===== config.mk =====
export PLATFORM = sky130hd
export DESIGN_NAME = v3a_div_cell
export DESIGN_NICKNAME = d
export VERILOG_FILES = /design/src/design/v3a_pkg.sv /design/src/design/v3a_div_cell.sv
export SDC_FILE = /design/constraint.sdc
export NUM_CORES = 1
export LEC_CHECK = 0
export ABC_AREA = 1
export BUFFER_PORTS_ARGS = -buffer_cell sky130_fd_sc_hd__buf_2
export CAP_MARGIN = 0
export CORE_MARGIN = 5
export CORE_UTILIZATION = 40
export CTS_BUF_LIST = sky130_fd_sc_hd__clkbuf_8
export DETAILED_ROUTE_END_ITERATION = 8
export GPL_ROUTABILITY_DRIVEN = 0
export MAX_ROUTING_LAYER = met4
export PLACE_DENSITY = 0.74
export SLEW_MARGIN = 25
export SYNTH_ARGS = -nofsm -noshare
export SYNTH_HDL_FRONTEND = slang
export SYNTH_SLANG_ARGS = --single-unit

===== constraint.sdc =====
create_clock -name clk -period 2.4 [get_ports clk]
set_clock_uncertainty 0.05 [all_clocks]
set_input_delay 0.48 -clock clk [delete_from_list [all_inputs] [get_ports clk]]
set_output_delay 0.48 -clock clk [all_outputs]
set_load 0.03 [all_outputs]

===== src/design/v3a_pkg.sv =====
`timescale 1ns / 1ps

package v3a_pkg;

	localparam int FRAC_BITS = 16;
	localparam int WORD_BITS = 32;
	localparam int MODE_W    = 4;
	localparam int STAT_W    = 2;

	localparam logic [MODE_W-1:0] MODE_ADD   = 4'd0;
	localparam logic [MODE_W-1:0] MODE_SUB   = 4'd1;
	localparam logic [MODE_W-1:0] MODE_NEG   = 4'd2;
	localparam logic [MODE_W-1:0] MODE_DOT   = 4'd3;
	localparam logic [MODE_W-1:0] MODE_CROSS = 4'd4;
	localparam logic [MODE_W-1:0] MODE_SCALE = 4'd5;
	localparam logic [MODE_W-1:0] MODE_DIV   = 4'd6;
	localparam logic [MODE_W-1:0] MODE_MAG   = 4'd7;
	localparam logic [MODE_W-1:0] MODE_NORM  = 4'd8;

	localparam logic [STAT_W-1:0] ST_OK   = 2'd0;
	localparam logic [STAT_W-1:0] ST_SAT  = 2'd1;
	localparam logic [STAT_W-1:0] ST_ZERO = 2'd2;

endpackage


===== src/design/v3a_div_cell.sv =====
`timescale 1ns / 1ps

module v3a_div_cell #(
	parameter int W = v3a_pkg::WORD_BITS,
	parameter int N = v3a_pkg::WORD_BITS + v3a_pkg::FRAC_BITS
) (
	input  logic         clk,
	input  logic         en,
	input  logic [W-1:0] d,
	input  logic [W-1:0] rem,
	input  logic [N-1:0] nq,
	output logic [W-1:0] rem_q,
	output logic [N-1:0] nq_q
);

	logic [W:0] rem_sh;
	logic [W:0] diff;
	logic       ge;

	always_comb begin
		rem_sh = {rem, nq[N-1]};
		diff   = rem_sh - {1'b0, d};
		ge     = (rem_sh >= {1'b0, d});
	end

	always_ff @(posedge clk) begin
		if (en) begin
			rem_q <= ge ? diff[W-1:0] : rem_sh[W-1:0];
			nq_q  <= {nq[N-2:0], ge};
		end
	end

endmodule

### Word-level counts from Yosys, hierarchy flattened

Cells that the tools add are included.

| storage, ports and cells | value |
|---|---|
| bits in registers | 80 |
| output and inout port bits | 80 |
| input bits | 114 |
| word-level logic and storage cells | 5 |

| operators by class | value |
|---|---|
| $lt $le $gt $ge | 1 |
| muxes and demuxes | 1 |
| add/subtract/negate cells | 1 |

Operator list:

| cell | number |
|---|---|
| 33-bit by 32-bit >= comparator with 1-bit output | 1 |
| 32-bit 2-to-1 mux | 1 |
| 32-bit subtractor | 1 |

### Depth between registers and ports, before layout

| logic depth | value |
|---|---|
| depth in word-level cells | 2 |
| mapped depth | 16 |
| mapped depth without buffers | 14 |

### Least setup slack after synthesis

No wires, ideal clock.

| timing path | value |
|---|---|
| path kind | input -> register |
| from | in nq[47] |
| to | reg rem_q[16] (data pin) |
| path slack | 0.275 ns |
| data required time | 2.098 ns |
| stages | 13 |
| library setup time | 0.252 ns |
| data arrival time | 1.823 ns |
| buffers on the path | 0 |
| cells stage by stage | inv_1 > ha_1 > fa_1 > inv_1 > nand3_1 > nand3_1 > nand2_1 > nand3_1 > nand3_1 > nand2_1 > nand2_1 > nand3_2 > nand2_1 |

| between the ends | value |
|---|---|
| cells in the longest elaborated chain, start to end | 2 |
| elaborated cells on any way between the ends | 3 |

RTL lines:

| what | RTL line | RTL |
|---|---|---|
| from (decl) | v3a_div_cell.sv:11 | `input logic [N-1:0] nq,` |
| 32-bit subtractor or 33-bit by 32-bit >= comparator with 1-bit output (tied branches) | v3a_div_cell.sv:22, v3a_div_cell.sv:23 |  |
| 32-bit 2-to-1 mux (*) | v3a_div_cell.sv:28 | `rem_q <= ge ? diff[W-1:0] : rem_sh[W-1:0];` |
| to (signal assigned) | v3a_div_cell.sv:28 |  |
| to (decl) | v3a_div_cell.sv:12 | `output logic [W-1:0] rem_q,` |

Every way passes the cells marked *; elsewhere a longest branch is shown, timed or not.
A chain may end at the register's enable or synchronous reset.

### Worst setup path after layout

Ends and elaborated chain as after synthesis.

==> results.cfg <==
[clocking]
cts_setup_buffers = 0
numCtsBuffers = 9
clk_transition_reported_paths_ns = 0.10
cts_tree = built
cts.sink_count = 80
clockBufferDepth = 2
cts_root_buf = clkbuf_8
cts_resized = 0
ctsHoldBuffers = 0
htreeDepth = 3

[global_routing]
grt.overflow.total = 0
grt_pass1_vias = 5191
grt_max_degree = 36
grtUsageTotal_pct = 19.96
grt_pass1_wl_um = 25180
antenna_found_initial = 0

[drt]
finalWirelength_um = 15910
via_per_inst = 4.550
drt_iter0_drc = 315
via_count = 5242
drtAntennaViolNets = 0
drt_first_pass_iters = 5
route.detailed.wl_per_inst_um = 13.81
drcViolationCount = 0

[job]
drv_cap = 0

[synth]
async_flop_share_pct = 0
synth_seq_cells = 80
ys_types = 29
syn-num-nets = 879
synth-edff-count = 80
synthFlopType = edfxtp_1
syn_inst = 732
avgSynthCellArea_um2 = 7.646
yosysWarnings = 0
syn_area_um2 = 5597
ys_seq_area_share_pct = 42.92

[setup_path]
worst_setup_path_start_kind = input pin
slowest_stage = fa_1
crit_path_end_kind = flip-flop
cp_max_fo = 3
worst_ep_required_time_ns = 2.49
path_class = input pin to flip-flop
crit_chain = buf_2, inv_1, ha_1, fa_1, inv_1, nand3_1, nand3_1, nand2_1, nand3_1, nand3_1, nand2_1, nand2_1, nand3_2, nand2_1
crit_cells = 14
worst_path_largest_cell_delay_ns = 0.41
cp.buffers_inverters = 3
crit_family = simple AND/OR/NAND/NOR gates
worstPathArrival_ns = 2.16

[layout]
fillers = 1365
final_cells = 1152
area_delta_synth_final_pct = 29.22
layout_commonest_cell = nand2_1
final_cell_mix = 276 x nand2_1, 192 x buf_2, 149 x inv_1
diodes = 0
drive_above_1_share_pct = 29.01
postLayoutCoreUtil_pct = 52.30
nets = 1114
final_cell_area_um2 = 7232

[floorplan]
coreArea_um2 = 13830
die_w_um = 128.3
rows = 43
die_area_um2 = 16460
pin_count = 194
start_util_pct = 40.48
die_height_um = 128.3

[power]
switching_power_mw = 1.545
p_int_mw = 2.711
p_leak_nw = 4.002
seqPwrFrac_pct = 41.3
vdd_drop_max_v = 0.0002782
pwr-share-comb_pct = 33.7
powerDensity_nw_per_um2 = 588.6
power.share.clock_pct = 25.0
p_sw_share_pct = 36.31

[hold_path]
hold_path.class = input pin to flip-flop
hold_path_depth = 1
holdPathEnd = nq_q[26]
min_from = nq[25]

[sta]
max_slew_margin_pct = 75.75
worstMarginPinSlew_ns = 0.3638
hold_ws_ns = 0.2280
timing.final.crit_period_ns = 2.071
finalWorstSetupSlack_ns = 0.3286
finalHoldViolCount = 0
maxSlewViolCount = 0
finalCritPeriodShare_pct = 86.31
rsz0062_at_grt = false
fmax_mhz = 482.8
finalSetupViolCount = 0

[place]
io_buffer_count = 193
place_ws_ns = -0.04544
dp_cells = 1136
dpl_cell_area_um2 = 7029
dpl.hpwl_um = 13110

[status]
status = finished clean
[routing by layer]
metal  vias to the layer above  track usage [%]  wire length (um)
met3                        16            3.000              1231
li1                       2746                -                 -
met5                         -                -                 0
met4                         0            5.368               214
met1                      2288            24.89              6941
met2                       192            33.83              7523
[synth_stat cells, types with 2 or more instances]
cell type | instances | area [um^2]
a21oi_1 | 21 | 105.1
and2_1 | 8 | 50.05
buf_2 | 7 | 35.03
edfxtp_1 | 80 | 2402
ha_1 | 32 | 400.4
inv_1 | 149 | 559.3
inv_2 | 3 | 11.26
nand2_1 | 276 | 1036
nand2_2 | 4 | 25.02
nand3_1 | 52 | 260.3
nand3_2 | 16 | 160.2
nand3b_1 | 10 | 75.07
nand4_1 | 2 | 12.51
nor2_1 | 34 | 127.6
nor2_2 | 5 | 31.28
nor3_1 | 6 | 30.03
nor3_2 | 2 | 20.02
o21ai_0 | 2 | 10.01
xor2_1 | 13 | 113.9
[flip-flops by register name, indices dropped and copies added, names as in the netlist]
register  flops
nq_q         48
rem_q        32
[stage by stage]
step / total power [mW] / TNS, ns
2_1_floorplan: 2.732 / 0
3_3_place_gp: 3.214 / -0.01534
3_5_place_dp: 3.239 / -0.2379
5_1_grt: 4.515 / 0
6_report: 4.256 / 0
4_1_cts: 4.301 / 0
[worst max-delay path by stage]
stage,startpoint,end
global route,nq[47],rem_q[16]
global placement,d[13],rem_q[31]
finish,nq[47],rem_q[16]
detailed placement,nq[47],rem_q[16]
floorplan,nq[47],rem_q[16]
CTS,nq[47],rem_q[16]
[power by group through the flow]
stage | combinational [mW] | clock [mW] | sequential (mW)
2_1_floorplan | 0.625 | 0 | 2.11
3_3_place_gp | 1.42 | 0 | 1.79
3_5_place_dp | 1.45 | 0 | 1.79
4_1_cts | 1.45 | 1.09 | 1.76
5_1_grt | 1.59 | 1.15 | 1.77
6_report | 1.43 | 1.06 | 1.76
[cell type report]
type                            instances  area [um^2]  share of cell area [%]
Multi-Input combinational cell        490         2542                   35.16
Clock inverter                          7        78.83                   1.090
Clock buffer                            9        123.9                   1.713
Tap cell                              180        225.2                   3.114
Inverter                              152        570.5                   7.889
Timing Repair Buffer                  234         1289                   17.82
Sequential cell                        80         2402                   33.22
[logic make-up after synthesis]
| group | after synthesis | synth area share (%) |
|---|---|---|
| buf+inv | 162 | 11.65 |
| flops | 80 | 42.92 |
| compound gates | 24 | 2.191 |
| xor+xnor | 14 | 2.191 |
| simple gates | 419 | 33.53 |
| fa+ha+maj | 33 | 7.512 |
No activity file was read; power rests on OpenSTA's default activity.
