`src/design/v3a_pkg.sv`:
```
`timescale 1ns / 1ps

package v3a_pkg;

	localparam int FRAC_BITS = 16;
	localparam int WORD_BITS = 32;
	localparam int MODE_W    = 4;
	localparam int STAT_W    = 2;

	localparam logic [MODE_W-1:0] MODE_ADD   = 4'd0;
	localparam logic [MODE_W-1:0] MODE_SUB   = 4'd1;
	localparam logic [MODE_W-1:0] MODE_NEG   = 4'd2;
	localparam logic [MODE_W-1:0] MODE_DOT   = 4'd3;
	localparam logic [MODE_W-1:0] MODE_CROSS = 4'd4;
	localparam logic [MODE_W-1:0] MODE_SCALE = 4'd5;
	localparam logic [MODE_W-1:0] MODE_DIV   = 4'd6;
	localparam logic [MODE_W-1:0] MODE_MAG   = 4'd7;
	localparam logic [MODE_W-1:0] MODE_NORM  = 4'd8;

	localparam logic [STAT_W-1:0] ST_OK   = 2'd0;
	localparam logic [STAT_W-1:0] ST_SAT  = 2'd1;
	localparam logic [STAT_W-1:0] ST_ZERO = 2'd2;

endpackage

```
`src/design/v3a_sqrt_cell.sv`:
```
`timescale 1ns / 1ps

module v3a_sqrt_cell #(
	parameter int W = v3a_pkg::WORD_BITS
) (
	input  logic           clk,
	input  logic           en,
	input  logic [2*W-1:0] rad,
	input  logic [W:0]     rem,
	input  logic [W-1:0]   root,
	output logic [2*W-1:0] rad_q,
	output logic [W:0]     rem_q,
	output logic [W-1:0]   root_q
);

	logic [W+2:0] rem_sh;
	logic [W+2:0] trial;
	logic [W+2:0] diff;
	logic         ge;

	always_comb begin
		rem_sh = {rem, rad[2*W-1 -: 2]};
		trial  = {1'b0, root, 2'b01};
		diff   = rem_sh - trial;
		ge     = (rem_sh >= trial);
	end

	always_ff @(posedge clk) begin
		if (en) begin
			rad_q  <= {rad[2*W-3:0], 2'b00};
			rem_q  <= ge ? diff[W:0] : rem_sh[W:0];
			root_q <= {root[W-2:0], ge};
		end
	end

endmodule

```
`config.mk`:
```
export PLATFORM = sky130hd
export DESIGN_NAME = v3a_sqrt_cell
export DESIGN_NICKNAME = d
export VERILOG_FILES = /design/src/design/v3a_pkg.sv /design/src/design/v3a_sqrt_cell.sv
export SDC_FILE = /design/constraint.sdc
export NUM_CORES = 1
export LEC_CHECK = 0
export ABC_AREA = 1
export BUFFER_PORTS_ARGS = -buffer_cell sky130_fd_sc_hd__buf_2
export CAP_MARGIN = 20
export CORE_MARGIN = 8
export CORE_UTILIZATION = 45
export DETAILED_ROUTE_END_ITERATION = 10
export GPL_TIMING_DRIVEN = 0
export HOLD_SLACK_MARGIN = 0.06
export PLACE_DENSITY = 0.74
export SLEW_MARGIN = 0
export SYNTH_ARGS = -nofsm -noshare
export SYNTH_HDL_FRONTEND = slang
export SYNTH_SLANG_ARGS = --single-unit
export TNS_END_PERCENT = 5
```
`constraint.sdc`:
```
create_clock -name clk -period 7.2 [get_ports clk]
set_input_delay 2.16 -clock clk [delete_from_list [all_inputs] [get_ports clk]]
set_output_delay 2.16 -clock clk [all_outputs]
set_load 0.005 [all_outputs]
```
# Word level (Yosys, flattened, before mapping)
# Cells that the tools add are included.
word_totals:
  ff_bits: 127
  in_bits: 131
  elab_cells: 6
op_classes:
  addsub: 1
  magnitude_cmp: 1
  mux: 1
op_table:
  columns: ["operator", "count"]
  rows:
  - ["$ge 35x34->1", 1]
  - ["$mux 33", 1]
  - ["$sub 33x33->33", 1]

# Depth between registers and ports, before layout
depth:
  depth_word: 2
  depth_mapped: 16

# Worst setup path after synthesis
# No wires, ideal clock.
synth_timing:
  path_kind: "input -> register"
  start: "input root[14]"
  end: "register rem_q[25] (data pin)"
  setup_time_ps: 253
  arrival_ps: 3481
  required_ps: 6947
  setup_slack_ps: 3466
  path_stages: 14
  path_buffers: 1
  cell_sequence: "inv_1 ha_1 nand2_1 inv_2 nand2_2 nor2_2 nand4_2 nand3_2 nand2_2 nand2_8 inv_6 buf_8 nand2_2 nand2_1"
synth_via:
  elab_chain_len: 2
  elab_cells_between_ends: 3
synth_lines:
  columns: ["element", "line_no", "text"]
  rows:
  - ["start: declaration", "v3a_sqrt_cell.sv:10", "input logic [W-1:0] root,"]
  - ["$sub 33x33->33 / $ge 35x34->1 (equally long branches)", "v3a_sqrt_cell.sv:24, v3a_sqrt_cell.sv:25", null]
  - ["$mux 33 *", "v3a_sqrt_cell.sv:31", "rem_q <= ge ? diff[W:0] : rem_sh[W:0];"]
  - ["end signal: assignment", "v3a_sqrt_cell.sv:31", null]
  - ["end: declaration", "v3a_sqrt_cell.sv:12", "output logic [W:0] rem_q,"]
# Every way passes the cells marked *; elsewhere a longest branch is shown, timed or not.
# A chain may end at the register's enable or synchronous reset.

# Worst setup path in the final report
layout_timing:
  start: "input root[13]"
  end: "register rem_q[19] (data pin)"
# Same word-level chain as after synthesis.

==> results.json <==
{
  "status": "finished clean",
  "mostFrequentLayoutCells": "sky130_fd_sc_hd__nand2_1 (299), sky130_fd_sc_hd__buf_2 (256), sky130_fd_sc_hd__inv_1 (155)",
  "synth-async-reset-ratio_pct": 0,
  "number_of_buffer_and_inverter_stages_on_the_critical_path": 3,
  "synth_seq_cells": 127,
  "post_synthesis_compound_gate_area_fraction_pct": 1.864,
  "layout.nets": 1256,
  "irDropWorstVdd_mv": 0.1396,
  "final_core_util_pct": 59.60,
  "place_area_um2": 8710,
  "max_cap_viol_count": 0,
  "syn_inst": 813,
  "tritoncts_clock_tree": "built",
  "htree_levels": 4,
  "synth_xor_area_share_pct": 1.723,
  "ys.flop_type": "sky130_fd_sc_hd__edfxtp_1",
  "setup_total_negative_slack_ns": 0,
  "yosysSeqAreaShare_pct": 53.60,
  "hpwl_after_dpl_um": 16580,
  "initial_utilization_pct": 45.45,
  "flow.area_growth_from_synthesis_pct": 31.12,
  "grt_max_degree": 81,
  "cell_area_after_technology_mapping_um2": 7116,
  "critical-path-slowest-cell": "sky130_fd_sc_hd__ha_1",
  "layout_worst_path_cycle_share_pct": 52.85,
  "final_layout_size_suffix_gt1_share_pct": 31.07,
  "timing.critical_path.mode_cell": "sky130_fd_sc_hd__nand2_1",
  "min_path_type": "primary input to register",
  "final_common_cell": "sky130_fd_sc_hd__nand2_1",
  "cts_inserted_buffers": 17,
  "vias_in_the_first_global_route": 6023,
  "critical_path_startpoint": "root[13]",
  "synthesis.area_per_instance_um2": 8.752,
  "routed_via_density": 4.584,
  "drt_drc_violations_left": 0,
  "synth_top_family_by_area": "simple AND/OR/NAND/NOR gates",
  "finalSetupViolCount": 0,
  "clk_root_buffer_cell": "sky130_fd_sc_hd__clkbuf_16",
  "yosys_warnings": 0,
  "stdcell_area_um2": 9330,
  "core_region_area_um2": 15660,
  "overflow": 0,
  "crit_path_cell_trace": "buf_2 > inv_1 > ha_1 > nand2_1 > nor2_2 > nand2_1 > nor2_1 > nand2_1 > nand3_1 > nor2_2 > nand2_8 > buf_6 > nand3_1 > nand2_1",
  "die_h_um": 141.7,
  "antenna_violating_nets_post_route": 0,
  "detail_route.wirelength_um": 20290,
  "antenna_cells": 0,
  "numPortBuffers": 257,
  "fp-row-count": 46,
  "post_synth_simple_gate_area_pct": 27.01,
  "timing.critical_path.to_type": "register",
  "hp-start": "rad[35]",
  "die_area_um2": 20090,
  "detail_route.wl_per_cell_um": 15.37,
  "timing.critical_path.max_delay_family": "simple AND/OR/NAND/NOR gates",
  "synth-edff-count": 127,
  "synth_mux_area_share_pct": 0,
  "ctsResizeCount": 0,
  "io_pins": 260,
  "routed_vias": 6051,
  "gpl.final_weighted_congestion": 0.9153,
  "drv_slew": 0,
  "cts.hold.buffers_added": 0,
  "max_stage_delay_ns": 0.33,
  "grtUsageTotal_pct": 20.23,
  "power-per-cell-area_nw_per_um2": 240.0,
  "detailedRoute.firstIterationViolations": 279,
  "path_max_fanout": 10,
  "post_cts.repair.setup_buffers": 0,
  "grt_setup_unrepaired": "false",
  "timing.fmax_mhz": 262.8,
  "cp.required_ns": 7.48,
  "cts.sink_count": 127,
  "hold_viol_final": 0,
  "die_w_um": 141.7,
  "startpoint_type": "primary input",
  "antenna_found_initial": 0,
  "layout_min_cycle_time_ns": 3.805,
  "maximum_number_of_buffers_from_clock_root_to_sink": 2,
  "synth.distinct_cells": 29,
  "crit_type": "primary input to register",
  "drtPass1Iterations": 4,
  "clkSlewWorstSetupHoldPaths_ns": 0.06,
  "cp.arrival_ns": 4.09,
  "synth_fa_ha_area_share_pct": 5.979,
  "global_route_wire_length_before_repair_um": 31480,
  "power.static_leakage_nw": 4.894
}
-- state kept, by name, summed over array words and instances, names as in the netlist --
register	count
root_q	32
rem_q	33
rad_q	62
-- Yosys cell counts, types with 2 or more instances --
cell type / instances / area (um2)
sky130_fd_sc_hd__and2_1: 7 / 43.79
sky130_fd_sc_hd__buf_6: 4 / 45.04
sky130_fd_sc_hd__nand4_1: 3 / 18.77
sky130_fd_sc_hd__buf_4: 2 / 15.01
sky130_fd_sc_hd__buf_8: 2 / 30.03
sky130_fd_sc_hd__o21ai_0: 2 / 10.01
sky130_fd_sc_hd__nor3_1: 9 / 45.04
sky130_fd_sc_hd__nand3b_1: 9 / 67.56
sky130_fd_sc_hd__or2_2: 2 / 12.51
sky130_fd_sc_hd__nand2_2: 30 / 187.7
sky130_fd_sc_hd__inv_2: 4 / 15.01
sky130_fd_sc_hd__ha_1: 34 / 425.4
sky130_fd_sc_hd__a21oi_1: 21 / 105.1
sky130_fd_sc_hd__nand3_1: 39 / 195.2
sky130_fd_sc_hd__nor2_1: 35 / 131.4
sky130_fd_sc_hd__inv_1: 155 / 581.8
sky130_fd_sc_hd__xor2_1: 14 / 122.6
sky130_fd_sc_hd__edfxtp_1: 127 / 3814
sky130_fd_sc_hd__nand2_1: 299 / 1122
sky130_fd_sc_hd__nor2_2: 6 / 37.54
-- through the flow --
step	std cells	power [mW]	hold WS (ns)	setup slack [ns]
floorplan	814	1.161	2.259	3.466
global placement	1287	1.349	2.336	2.567
detailed placement	1288	1.357	2.338	2.974
CTS	1320	2.264	1.903	3.413
global route	1320	2.343	1.904	3.258
finish	1320	2.239	1.921	3.395
-- final cells by class --
class	count	area [um2]
Inverter	160	605.6
Buffer	8	90.09
Clock inverter	13	187.7
Multi-Input combinational cell	519	2610
Clock buffer	19	432.9
Tap cell	216	270.3
Sequential cell	127	3814
Fill cell	1446	6325
Timing Repair Buffer	258	1320
-- per-layer routing --
layer | GRT usage (%) | vias to the layer above | share of wire (%) | wire length [um]
met3 | 5.578 | 25 | 7.6 | 1535
met2 | 36.37 | 193 | 50 | 10220
met1 | 22.47 | 2721 | 40 | 8095
li1 | - | 3112 | - | -
met5 | 0 | - | 0 | 0
met4 | 7.179 | 0 | 2.2 | 437
-- worst paths after layout --
path | end | slack, ns | cells after the start
max | rem_q[19] | 3.39 | 14
min | rad_q[37] | 1.92 | 1
-- power breakdown --
group          internal, mW  leakage [nW]  switching [mW]
sequential            0.902          1.24          0.0168
combinational         0.168          3.35           0.253
clock                 0.581         0.306           0.318
total                  1.65          4.89           0.588
-- cell families after synthesis --
group                      count (synthesis)
DFF                                      127
other                                      1
buffers and inverters                    168
AOI/OAI and AO/OA                         25
xor gates and xnor gates                  14
and+or+nand+nor                          444
adders and majority gates                 34
Power figures use the tool's default switching activity.
